`config.mk`:
```
export PLATFORM = sky130hd
export DESIGN_NAME = ccfp_div_cell
export DESIGN_NICKNAME = d
export VERILOG_FILES = /design/src/ccfp_div_cell.sv
export SDC_FILE = /design/constraint.sdc
export NUM_CORES = 1
export LEC_CHECK = 0
export CORE_AREA = 8 8 209 211
export DETAILED_ROUTE_END_ITERATION = 12
export DIE_AREA = 0 0 217 219
export DONT_BUFFER_PORTS = 1
export GPL_TIMING_DRIVEN = 0
export PLACE_DENSITY_LB_ADDON = 0.05
export SKIP_CTS_REPAIR_TIMING = 1
export SLEW_MARGIN = 20
export SYNTH_ARGS = -nofsm -noshare
export SYNTH_HDL_FRONTEND = slang
export SYNTH_SLANG_ARGS = --single-unit
```
`constraint.sdc`:
```
create_clock -name clock -period 7.3 [get_ports clock]
set_input_delay 1.095 -clock clock [delete_from_list [all_inputs] [get_ports clock]]
set_output_delay 1.095 -clock clock [all_outputs]
set_load 0.05 [all_outputs]
```
`src/ccfp_div_cell.sv`:
```
// One quotient bit of the restoring divider chain, for the x and y lanes.
// Both lanes share the divisor; depends on no package.
`timescale 1ns / 1ps
`default_nettype none

module ccfp_div_cell #(
   parameter int RW    = 70,
   parameter int DW    = 36,
   parameter int QW    = 50,
   parameter int SHIFT = 0
) (
   input  logic          clock,
   input  logic          en,
   input  logic [RW-1:0] rx_in_d,
   input  logic [RW-1:0] ry_in_d,
   input  logic [DW-1:0] d_in_d,
   input  logic [QW-1:0] qx_in_d,
   input  logic [QW-1:0] qy_in_d,
   output logic [RW-1:0] rx_out,
   output logic [RW-1:0] ry_out,
   output logic [DW-1:0] d_out,
   output logic [QW-1:0] qx_out,
   output logic [QW-1:0] qy_out
);

   logic [RW-1:0] rx_ff, ry_ff, rx_in, ry_in, dsh;
   logic [DW-1:0] d_ff;
   logic [QW-1:0] qx_ff, qy_ff, qx_in, qy_in;
   logic          gex, gey;

   always_comb begin
      // Comparing the remainder shifted down avoids a divisor wider than the remainder.
      dsh   = RW'(d_in_d) << SHIFT;
      gex   = (rx_in_d >> SHIFT) >= RW'(d_in_d);
      gey   = (ry_in_d >> SHIFT) >= RW'(d_in_d);
      rx_in = gex ? (rx_in_d - dsh) : rx_in_d;
      ry_in = gey ? (ry_in_d - dsh) : ry_in_d;
      qx_in = {qx_in_d[QW-2:0], gex};
      qy_in = {qy_in_d[QW-2:0], gey};
   end

   always_ff @(posedge clock) begin
      if (en) begin
         rx_ff <= rx_in;
         ry_ff <= ry_in;
         d_ff  <= d_in_d;
         qx_ff <= qx_in;
         qy_ff <= qy_in;
      end
   end

   assign rx_out = rx_ff;
   assign ry_out = ry_ff;
   assign d_out  = d_ff;
   assign qx_out = qx_ff;
   assign qy_out = qy_ff;

endmodule

`default_nettype wire

```
==> metrics.txt <==
Initial Util a little under two fifths; PortBufs 0; Final Cell Area around 0.017 mm^2; CP Capture Type flip-flop; initial antenna violation count 1; post-synthesis register bit count 276; Hold Fails Final Rpt 0; WL met1 between 20 and 25 mm; mux contribution to synthesized area less than 1%; Routed met3 length 5.83 mm; grt ovf 0; startpoint types primary input; # rows 74; Post-Place Cell Area around 0.016 mm^2; Clock transition at path regs ~0.07 ns; Chip Width between 200 and 250 um; Power Dens Cells between 200 and 300 mW/mm^2; peak supply drop 184 uV; setup_tns 0 ns; cells after synthesis 1376; Final Setup Violations 0; run status finished, final reports clean; synthesized area 0.0152 mm^2; most frequent cells in the layout edfxtp_1 (276), a21oi_1 (156), nor2_1 (127); sequential fraction of the synthesis area roughly 54%; uppermost layer routed met4; Placed Instances between 1.5k and 2k; all-layer global routing usage between 20% and 30%; CP Class primary input to flip-flop; CTS sink cnt approximately 280; CP Max Fanout 5; Post-Synth Simple-Gate Area approximately 14%; fmax 235 MHz; commonest non-fill, non-tap cell in the layout edfxtp_1; vias per inst 5.65; Slew HR a little under a third; die area 0.0475 mm^2; clk root buf clkbuf_16; drc violations 0; crit path time final between 4 and 5 ns; Hold Path Class primary input to flip-flop; unrepaired setup endpoints after global routing no; H-tree depth 1; CTS Buf Count 31; Core Area a little over 0.04 mm^2; # fillers between 3k and 4k; IO Pins approximately 550; Post-synth ARST share 0%; synth warn 0; met2 WL around 28 mm; Post-Synth Adder-Cell Area under 10%; Die Height 219 um; CP required 7.63 ns; Post-Synth XOR/XNOR Area ~7.6%; Post-synth EDFFs between 200 and 300; DRT Wirelength 57.2 mm; arrival time of the worst setup path 4.59 ns; Non-Filler Instances 1961; Core Util, Final a little over two fifths; CTS tree done; crit share post-route approximately 58%; initial drt markers around 820; ys flop type edfxtp_1; DR pass1 iterations 5; largest family of logic cells by synthesized area simple AND/OR/NAND/NOR gates; clock tree buffer depth 3; max-cap viol count 0; Syn Nets about 1.7k; Vias 11.1k; layout cell share with drive strength beyond 1 6.37%; HPWL after DPL between 40 and 50 mm; Routed Antenna Nets 0; vias in the first global route around 11k; GP Congestion 0.895; Yosys cell types 77; Power, Total 4.78 mW; largest net degree at the start of global routing between 200 and 300; wire length per cell roughly 29 um; ant diodes 0; nets@finish 1761; syn avg cell area about 11 um^2; Static Leakage roughly 6 nW; compound-gate portion of the synthesized area a little over an eighth; first-pass GRT wire length 80.0 mm; Layout area overhead 11.1%; Final Slew Violations 0; measured slew at the worst slew-check pin between 1 and 1.5 ns
## cell families after synthesis
logic type	Yosys count
buffers and inverters	121
adder cells (fa/ha/maj)	74
AND/OR/NAND/NOR	432
XOR/XNOR	133
multiplexers	7
AO/OA/AOI/OAI	333
flip-flops	276
## per-layer routing
metal / up-vias / global-route usage, %
met5: - / 0
met4: 0 / 7.64
met3: 88 / 9.58
met2: 432 / 39.3
met1: 5355 / 24.9
li1: 5198 / -
## cell usage after synthesis, types with 31 or more instances
library cell	instances	area, um^2
edfxtp_1	276	8290
nor2_1	127	477
o21ai_0	51	255
nand2_1	100	375
clkbuf_1	43	161
nand4_1	31	194
a21o_1	33	248
ha_1	72	901
a21oi_1	156	781
xor2_1	54	473
inv_1	65	244
xnor2_1	79	692
## flip-flops by register name, indices dropped and copies added (netlist names)
| register | count |
|---|---|
| d_out | 36 |
| ry_out | 70 |
| qx_out | 50 |
| rx_out | 70 |
| qy_out | 50 |
## final timing paths
check	startpoint	endpoint	slack, ns	depth (start not counted)
worst min-delay path	qx_in_d[37]	qx_out[38]	0.61	0
worst max-delay path	ry_in_d[0]	ry_out[64]	3.04	13
## where the power goes
group	switching, mW	internal, mW	total [mW]
Combinational	0.332	0.216	0.548
Clock	0.674	0.918	1.59
Sequential	0.679	1.96	2.64
Total	1.68	3.10	4.78
## through the flow
| step | setup slack (ns) | hold slack [ns] |
|---|---|---|
| floorplan | 3.06 | 1.19 |
| global placement | 2.41 | 1.19 |
| detailed placement | 2.48 | 1.19 |
| CTS | 3.04 | 0.581 |
| global route | 2.81 | 0.583 |
| finish | 3.04 | 0.610 |
## worst max-delay path: stages
cell       delay [ns]
inv_1            0.04
ha_1             0.15
inv_1            0.05
fa_1             0.41
a21o_1           0.23
a311o_1          0.38
a2111oi_0        0.39
nor3_1           0.19
a31oi_1          0.58
o2111a_1         0.30
nand2_1          0.16
or4_1            0.45
xnor2_1          0.14
## cell type report
type | instances | area (um^2) | area share [%]
buffer | 54 | 250 | 1.48
clock buffer | 31 | 776 | 4.59
clock inverter | 22 | 245 | 1.45
inverter | 67 | 254 | 1.50
multi-input combinational | 979 | 6430 | 38.0
sequential | 276 | 8290 | 49.0
tap | 532 | 666 | 3.94
(Power assumes the default switching activity.)
