--- src/ccfp_root_cell.sv ---
// One result bit of the digit-by-digit square root chain.
// Holds the running remainder and partial root; depends on no package.
`timescale 1ns / 1ps
`default_nettype none

module ccfp_root_cell #(
   parameter int VW     = 100,
   parameter int BITPOS = 0
) (
   input  logic          clock,
   input  logic          en,
   input  logic [VW-1:0] v_in_d,
   input  logic [VW-1:0] res_in_d,
   output logic [VW-1:0] v_out,
   output logic [VW-1:0] res_out
);

   localparam logic [VW-1:0] BIT = VW'(1) << BITPOS;

   logic [VW-1:0] v_ff, res_ff, v_in, res_in, t, res_sh;
   logic          ge;

   always_comb begin
      t      = res_in_d + BIT;
      res_sh = res_in_d >> 1;
      ge     = v_in_d >= t;
      v_in   = ge ? (v_in_d - t) : v_in_d;
      res_in = ge ? (res_sh + BIT) : res_sh;
   end

   always_ff @(posedge clock) begin
      if (en) begin
         v_ff   <= v_in;
         res_ff <= res_in;
      end
   end

   assign v_out   = v_ff;
   assign res_out = res_ff;

endmodule

`default_nettype wire

--- config.mk ---
export PLATFORM = sky130hd
export DESIGN_NAME = ccfp_root_cell
export DESIGN_NICKNAME = d
export VERILOG_FILES = /design/src/ccfp_root_cell.sv
export SDC_FILE = /design/constraint.sdc
export NUM_CORES = 1
export LEC_CHECK = 0
export ABC_AREA = 1
export BUFFER_PORTS_ARGS = -buffer_cell sky130_fd_sc_hd__buf_2
export CELL_PAD_IN_SITES_DETAIL_PLACEMENT = 0
export CELL_PAD_IN_SITES_GLOBAL_PLACEMENT = 1
export CORE_UTILIZATION = 44
export DETAILED_ROUTE_END_ITERATION = 6
export PLACE_DENSITY_LB_ADDON = 0.3
export SYNTH_ARGS = -nofsm -noshare
export SYNTH_HDL_FRONTEND = slang
export SYNTH_SLANG_ARGS = --single-unit
--- constraint.sdc ---
create_clock -name clock -period 5.73 [get_ports clock]
set_clock_uncertainty 0.1 [all_clocks]
set_input_delay 0.2865 -clock clock [delete_from_list [all_inputs] [get_ports clock]]
set_output_delay 0.2865 -clock clock [all_outputs]
set_load 0.02 [all_outputs]
==> results.ini, run 1 <==
[final_layout]
seq_area_um2 = 6010
layout_commonest_cell = nand2_1
antennaDiodeCount = 0
multi_input_area_um2 = 14500
drive_gt1_frac = 0.145
fillers = 5687
syn2layout_area_growth_pct = 16.3
layout.nets = 4652
final_cell_mix = nand2_1 (1401), inv_1 (743), buf_2 (400)

[min_path]
hold_path_depth = 3
min_path_type = in -> reg

[clock_tree]
htreeDepth = 4
cts_sinks = 200
tritoncts = built
cts_buffers = 17
clockBufferDepth = 2
path_clk_slew_ps = 90
root_buffer = clkbuf_16

[timing]
setup_viol = 0
fin_crit_sh = 0.900
setup_ws_ps = 572
final_hold_viol_count = 0
setup_tns_ps = 0
rsz0062_at_grt = no
fmax_mhz = 194
slew_violations = 0
post-route-min-period_ps = 5160
worst_pin_slew_ps = 1060
slew_headroom = 0.292

[power_and_ir_drop]
ir_drop_v = 0.000233
power_frac_comb = 0.418
intPower_mw = 3.25
p_seq_frac = 0.340
p_per_area_nw_per_um2 = 206
p_leak_nw = 14.6
p_total_mw = 5.70
p_sw_mw = 2.45
clockPowerShare = 0.242
swShare = 0.430

[synthesis]
synth_edf_count = 200
synth_area_leader_cell = edfxtp_1
synth_warnings = 0
synthesis.area_um2 = 23800
netlist_top_cells_area = edfxtp_1 (25%), nand2_1 (22%), inv_1 (12%)
synth.top_cell.area_share = 0.253
synth_nets = 4202
syn_area_per_cell_um2 = 6.10
yosysUniqueCellTypes = 41
synthFlopType = edfxtp_1
async_flop_share = 0
synth_seq_cells = 200
netlist_instances = 3897
ys_seq_area_frac = 0.253

[floorplanning]
pin_count = 402
rows = 84
dieArea_um2 = 55000
die_h_um = 234
start_util = 0.449
die_x_um = 234
coreArea_um2 = 53000

[grt]
grt_overflow = 0
grt_pass1_vias = 25300
track_usage = 0.433
antenna_found_initial = 2
grt_max_degree = 110
grt_pass1_wl_mm = 167

[setup_path]
cp.arrival_ps = 5340
startpoint_type = input pin
crit_path_end_kind = register
crit_path_max_fanout = 24
crit_required_ps = 5910
crit_type = in -> reg

[detailed_routing]
wl_mm = 121
drtIter0Drc = 3304
via_per_inst = 5.43
postRouteAntennaNets = 0
wire_per_inst_um = 23.9
drc = 0
via_count = 27400
firstDrtPassIters = 6

[place]
dpl_worst_slack_ps = 290
io_buffers = 401
gp_congestion = 1.12
place_hpwl_mm = 104

[status]
status = finished, final reports clean

[job]
drv_cap = 0

==> cell type report <==
cell class / count / share of cell area
Multi-Input combinational cell: 2887 / 0.524
Inverter: 751 / 0.102
Clock buffer: 17 / 0.0154
Tap cell: 688 / 0.0311
Clock inverter: 14 / 0.00674
Sequential cell: 200 / 0.217
Timing Repair Buffer: 490 / 0.103
==> per-layer routing <==
metal / wire length [um] / vias up / part of all wire / GRT usage
met5: 16 / - / 0.00013 / 0
li1: - / 13000 / - / -
met3: 10700 / 306 / 0.089 / 0.0742
met1: 48600 / 12500 / 0.40 / 0.556
met4: 9260 / 4 / 0.077 / 0.291
met2: 52000 / 1563 / 0.43 / 0.667
==> kinds of logic after synthesis <==
group,after synthesis,synth area share
adders and majority gates,103,0.0545
and+or+nand+nor,2258,0.398
xor gates and xnor gates,240,0.0887
AOI/OAI and AO/OA,286,0.0684
buffers and inverters,810,0.138
DFF,200,0.253
==> power groups by stage <==
stage / clock network (mW) / logic [mW] / registers [mW]
finish: 1.38 / 2.38 / 1.94
global route: 1.42 / 2.56 / 1.95
CTS: 1.38 / 2.32 / 1.94
detailed placement: 0 / 2.32 / 1.96
global placement: 0 / 2.30 / 1.97
floorplan: 0 / 1.20 / 2.21
==> synthesized netlist by cell type, types with 8 or more instances <==
cell type / n
nor3_1: 52
buf_6: 16
o21ai_1: 112
nand4_1: 119
o21bai_1: 13
o21ai_2: 41
nand2_2: 31
clkbuf_1: 14
nand3_2: 9
ha_1: 102
xor2_1: 237
nand3_1: 180
nand3b_1: 20
edfxtp_1: 200
nor2_2: 15
buf_2: 8
o21ai_0: 24
buf_4: 11
nor2_1: 386
inv_1: 743
nand2_1: 1402
a21oi_1: 93
nor4_1: 20
==> registers in the layout, indices dropped and copies added, names as in the netlist <==
name and count:
res_out 100, v_out 100
==> critical path, stage by stage <==
cell,delay (ps)
buf_2,190
ha_1,260
inv_1,120
nor2_2,280
inv_1,140
nor2_2,240
inv_1,180
nor3_1,260
nand3_1,400
nor2_1,380
xor2_1,340
ha_1,370
a21oi_1,240
o21ai_0,180
inv_1,90
nand2_1,70
a21oi_1,220
nand2_1,130
nor2_4,190
nand3_4,150
buf_12,210
buf_4,210
nand3_1,110
nand2_1,60
==> stage by stage <==
| step | cells | util | instance area [um2] | hold slack (ps) |
|---|---|---|---|---|
| floorplan | 3897 | - | 23800 | 299 |
| detailed placement | 5015 | 0.510 | 27000 | 543 |
| global placement | 5015 | 0.510 | 27000 | 536 |
| CTS | 5047 | 0.522 | 27600 | 0.527 |
| global route | 5047 | 0.522 | 27600 | 19.6 |
| finish | 5047 | 0.522 | 27600 | 15.2 |
==> what timing repair did <==
action,4_1_cts,5_1_grt
resized for setup,0,0
endpoints found under the hold margin,1,0
endpoints found under the setup margin,0,0
setup buffers,0,0
hold buffers,1,0
==> final timing paths <==
| kind | from | endpoint | slack (ps) |
|---|---|---|---|
| worst min-delay path | v_in_d[85] | v_out[85] | 20 |
| worst max-delay path | res_in_d[1] | v_out[96] | 570 |
(Power assumes the default switching activity.)
==> run 2: changes to the inputs <==
- CELL_PAD_IN_SITES_DETAIL_PLACEMENT: 0 -> 1
- CELL_PAD_IN_SITES_GLOBAL_PLACEMENT: 1 -> 2
- CORE_UTILIZATION: 44 -> 33
- CTS_CLUSTER_SIZE: not set -> 16
- PLACE_DENSITY_LB_ADDON: 0.3 -> 0.1
==> run 2 against run 1 <==
  * Total power is 3.5% higher
  * Sequential power about the same
  * Non-clock buffer count up 30
  * Critical endpoint is now v_out[47]
==> results.ini, run 2 (synthesis results as in run 1) <==
[grt]
antenna_found_initial = 3
grt_overflow = 0
grt_pass1_vias = 27500
grt_max_degree = 119
track_usage = 0.372
grt_pass1_wl_mm = 193

[setup_path]
crit_type = in -> reg
crit_chain = buf_2 > ha_1 > inv_1 > nor2_2 > nand2_1 > nor2_2 > inv_1 > nor2_2 > inv_1 > nor2_1 > nand2_1 > xor2_1 > ha_1 > nand2_1 > nor2_1 > nand3_1 > nor3_1 > nand2_1 > nand2_1 > nor2_4 > nand3_4 > buf_12 > buf_12 > o21ai_1
crit_path_end_kind = register
slowest_stage = nor3_1
critPathMaxStageDelay_ps = 610
crit_required_ps = 5900
critPathMostFrequentCell = nand2_1
cp.arrival_ps = 5690
crit_start = res_in_d[1]
startpoint_type = input pin
crit_path_max_fanout = 23

[power_and_ir_drop]
intPower_mw = 3.26
p_sw_mw = 2.64
clockPowerShare = 0.249
power_frac_comb = 0.421
p_seq_frac = 0.330
p_per_area_nw_per_um2 = 209
swShare = 0.448
p_leak_nw = 14.8
ir_drop_v = 0.000180

[final_layout]
fillers = 9829
final_core_util = 0.395
instances_no_fill = 5341
layout.nets = 4682
layout_commonest_cell = nand2_1
drive_gt1_frac = 0.149
syn2layout_area_growth_pct = 18.7
final_cell_mix = nand2_1 (1401), inv_1 (743), buf_2 (400)

[floorplanning]
pin_count = 402
start_util = 0.333
coreArea_um2 = 71400
die_x_um = 270
dieArea_um2 = 73100
rows = 98
die_h_um = 270

[place]
gp_congestion = 1.00
dp.cells = 5297
place_hpwl_mm = 121
io_buffers = 401

[detailed_routing]
firstDrtPassIters = 5
drtIter0Drc = 2223
via_per_inst = 5.15
postRouteAntennaNets = 0
via_count = 27500
drc = 0
wl_mm = 138
wire_per_inst_um = 25.9

[clock_tree]
htreeDepth = 4
ctsResizeCount = 0
clockBufferDepth = 2
root_buffer = clkbuf_16
cts_sinks = 200
cts_buffers = 17
path_clk_slew_ps = 90
tritoncts = built

[timing]
rsz0062_at_grt = no
slew_violations = 0
post-route-min-period_ps = 5520
fmax_mhz = 181
fin_crit_sh = 0.964
final_hold_viol_count = 0
worst_pin_slew_ps = 1150
setup_viol = 0
slew_headroom = 0.232

[min_path]
holdPathEnd = v_out[87]
hold_path_depth = 3
hold_start = v_in_d[87]
min_path_type = in -> reg

[job]
drv_cap = 0

[status]
status = finished, final reports clean

==> run 2: cell count changes in the layout (fill, tap and decap cells not counted), sizes merged <==
cell	previous run	this run
buf	488	508
bufinv	2	1
clkinvlp	1	0
diode	0	1
dlygate4sd3	1	11
inv	754	757
==> run 2: through the flow <==
stage / worst slack (ps) / total power, mW / hold slack [ps] / cell area (um2) / TNS [ps]
after floorplan: 1970 / 3.40 / 299 / 23800 / 0
after global placement: -322 / 4.40 / 543 / 27500 / -51150
after detailed placement: -373 / 4.42 / 542 / 27500 / -60530
after CTS: 184 / 5.90 / 0.133 / 28200 / 0
after global routing: 12.6 / 6.16 / 26.1 / 28200 / 0
final: 209 / 5.91 / 25.0 / 28200 / 0
==> run 2: per-layer routing <==
metal	wire (um)	track usage	vias up
met1	60500	0.484	13300
met5	0	0	-
met4	8010	0.192	0
met2	63100	0.609	893
met3	6650	0.0372	213
li1	-	-	13100
==> run 2: worst max path at each step <==
stage          slack (ps)  cells after the start           to
3_3_place_gp         -320                     24    v_out[47]
6_report              210                     24    v_out[47]
3_5_place_dp         -370                     24  res_out[38]
5_1_grt                10                     24    v_out[49]
4_1_cts               180                     24    v_out[49]
2_1_floorplan        1970                     21    v_out[81]
==> run 2: layout make-up <==
cell class              instances  area, um2  area share
multi-input cells            2887      14500       0.514
diodes                          1       2.50   0.0000887
clock buffers                  17        425      0.0151
well taps                     950       1190      0.0421
clock inverters                15        228     0.00807
inverters                     751       2820      0.0999
repair buffers                520       3050       0.108
flip-flops and latches        200       6010       0.213
==> run 2: worst max-delay path, delay by kind of cell <==
family | cells | cell delay (ps)
AOI/OAI and AO/OA | 1 | 80
xor gates and xnor gates | 1 | 180
adders and majority gates | 2 | 570
buffers and inverters | 6 | 910
and+or+nand+nor | 14 | 3580
==> run 2: power groups by stage <==
stage / sequential, mW / combinational, mW / clock [mW]
finish: 1.95 / 2.49 / 1.47
global route: 1.96 / 2.67 / 1.53
CTS: 1.95 / 2.46 / 1.49
detailed placement: 1.98 / 2.45 / 0
global placement: 1.98 / 2.41 / 0
floorplan: 2.21 / 1.20 / 0
==> run 2: timing repair <==
item / in CTS / in global routing
hold endpoints to repair: 11 / 0
buffers inserted: 0 / 0
hold buffers: 11 / 0
==> run 3: changes to the inputs <==
- GPL_TIMING_DRIVEN: not set -> 0
==> run 3 against run 2 <==
  * The run now ends with setup timing left
  * Non-clock buffer count decreased by 49
  * Worst hold slack improved by 2.1 ps
  * Sequential power is essentially flat
  * Flip-flop and latch count stayed put
  * First-iteration DRC count decreased by 8.1%
  * Maximum frequency decreased by 5.2%
  * Via count fell by 0.15%
  * Global-route usage rose by 0.32 points
  * Design area down 1.1%
  * Sequential share of layout area up 0.23 points
  * Worst setup slack worse by 300 ps
  * Critical path type unchanged
==> results.ini, run 3 (synthesis results as in run 1) <==
[setup_path]
crit_path_max_fanout = 10
startpoint_type = input pin
crit_required_ps = 5900
crit_type = in -> reg
crit_path_end_kind = register
cp.arrival_ps = 5990

[timing]
final_hold_viol_count = 0
fmax_mhz = 172
slew_headroom = 0.262
slew_violations = 0
setup_tns_ps = -123
worst_pin_slew_ps = 1100
rsz0062_at_grt = no
fin_crit_sh = 1.02
setup_ws_ps = -95.3
post-route-min-period_ps = 5830
setup_viol = 2

[status]
violations = setup timing
status = complete, but fails checks

[grt]
grt_pass1_vias = 27600
track_usage = 0.375
antenna_found_initial = 6
grt_overflow = 0
grt_pass1_wl_mm = 193
grt_max_degree = 112

[detailed_routing]
postRouteAntennaNets = 0
via_per_inst = 5.19
via_count = 27500
wire_per_inst_um = 26.4
firstDrtPassIters = 5
drc = 0
drtIter0Drc = 2044
wl_mm = 140

[min_path]
min_path_type = in -> reg

[clock_tree]
htreeDepth = 4
cts_sinks = 200
path_clk_slew_ps = 80
cts_buffers = 17
root_buffer = clkbuf_16
clockBufferDepth = 2
tritoncts = built

[place]
place_hpwl_mm = 122
gp_congestion = 1.03
io_buffers = 395
place_area_um2 = 27000

[floorplanning]
dieArea_um2 = 73100
coreArea_um2 = 71400
die_x_um = 270
rows = 98
start_util = 0.333
die_h_um = 270
pin_count = 402

[power_and_ir_drop]
p_per_area_nw_per_um2 = 209
ir_drop_v = 0.000220
p_leak_nw = 14.4

[final_layout]
design_area_um2 = 27900
drive_gt1_frac = 0.141
syn2layout_area_growth_pct = 17.4
layout.nets = 4633
final_cell_mix = nand2_1 (1399), inv_1 (743), buf_2 (402)
layout_commonest_cell = nand2_1

[job]
drv_cap = 0

run 3: changes by cell type in the layout (fill, tap and decap cells not counted), sizes merged:
cell and change:
buf -62, clkbuf +13, inv -5, clkinv +4, diode +3, clkinvlp +1
run 3: worst paths after layout:
path                         from  cells after the start   endpoint
worst min-delay path   v_in_d[12]                      3  v_out[12]
worst max-delay path  res_in_d[1]                     20  v_out[52]
run 3: layer usage:
| layer | vias to the layer above | GRT usage | share of wire |
|---|---|---|---|
| li1 | 13000 | - | - |
| met1 | 13300 | 0.483 | 0.43 |
| met2 | 939 | 0.620 | 0.46 |
| met3 | 202 | 0.0409 | 0.049 |
| met4 | 0 | 0.188 | 0.054 |
| met5 | - | 0 | 0 |
run 3: area by class of cell:
class,count,area [um2]
diodes,4,10.0
flip-flops and latches,200,6010
clock buffers,17,425
well taps,950,1190
multi-input cells,2887,14700
repair buffers,412,2160
fillers,9718,43400
plain buffers,59,454
clock inverters,15,189
inverters,751,2820
run 3: power by group:
part	switching, mW	internal (mW)
clock	0.744	0.625
combinational	1.83	0.726
sequential	0.0555	1.87
run 3: through the flow:
step	hold slack [ps]	total power [mW]	worst slack, ps	util	instances
floorplan	299	3.40	1970	-	3897
global placement	545	4.42	-2490	0.377	5242
detailed placement	548	4.44	-2500	0.378	5243
CTS	0.189	5.83	42.4	0.390	5289
global route	20.6	6.08	23.5	0.391	5293
finish	27.2	5.84	-95.3	0.391	5295
run 3: repair_timing:
action,in CTS,in global routing
pin swaps,4,3
hold buffers,11,0
resized for setup,27,12
setup endpoints to repair,200,40
hold endpoints to repair,11,0
setup buffers,3,2
run 3: critical path: stages:
cell and delay, ps:
buf_2 300, ha_2 360, nand2_1 150, nor2_1 210, inv_1 180, nor2_1 420, nand2_1 320, nor3_1 480
xor2_1 170, ha_1 500, nand2_1 180, nor4_1 530, nand2_1 240, nor2_1 220, nand2_1 150, nand3_4 270
buf_6 280, buf_6 310, nand2_1 90, o21ai_1 280
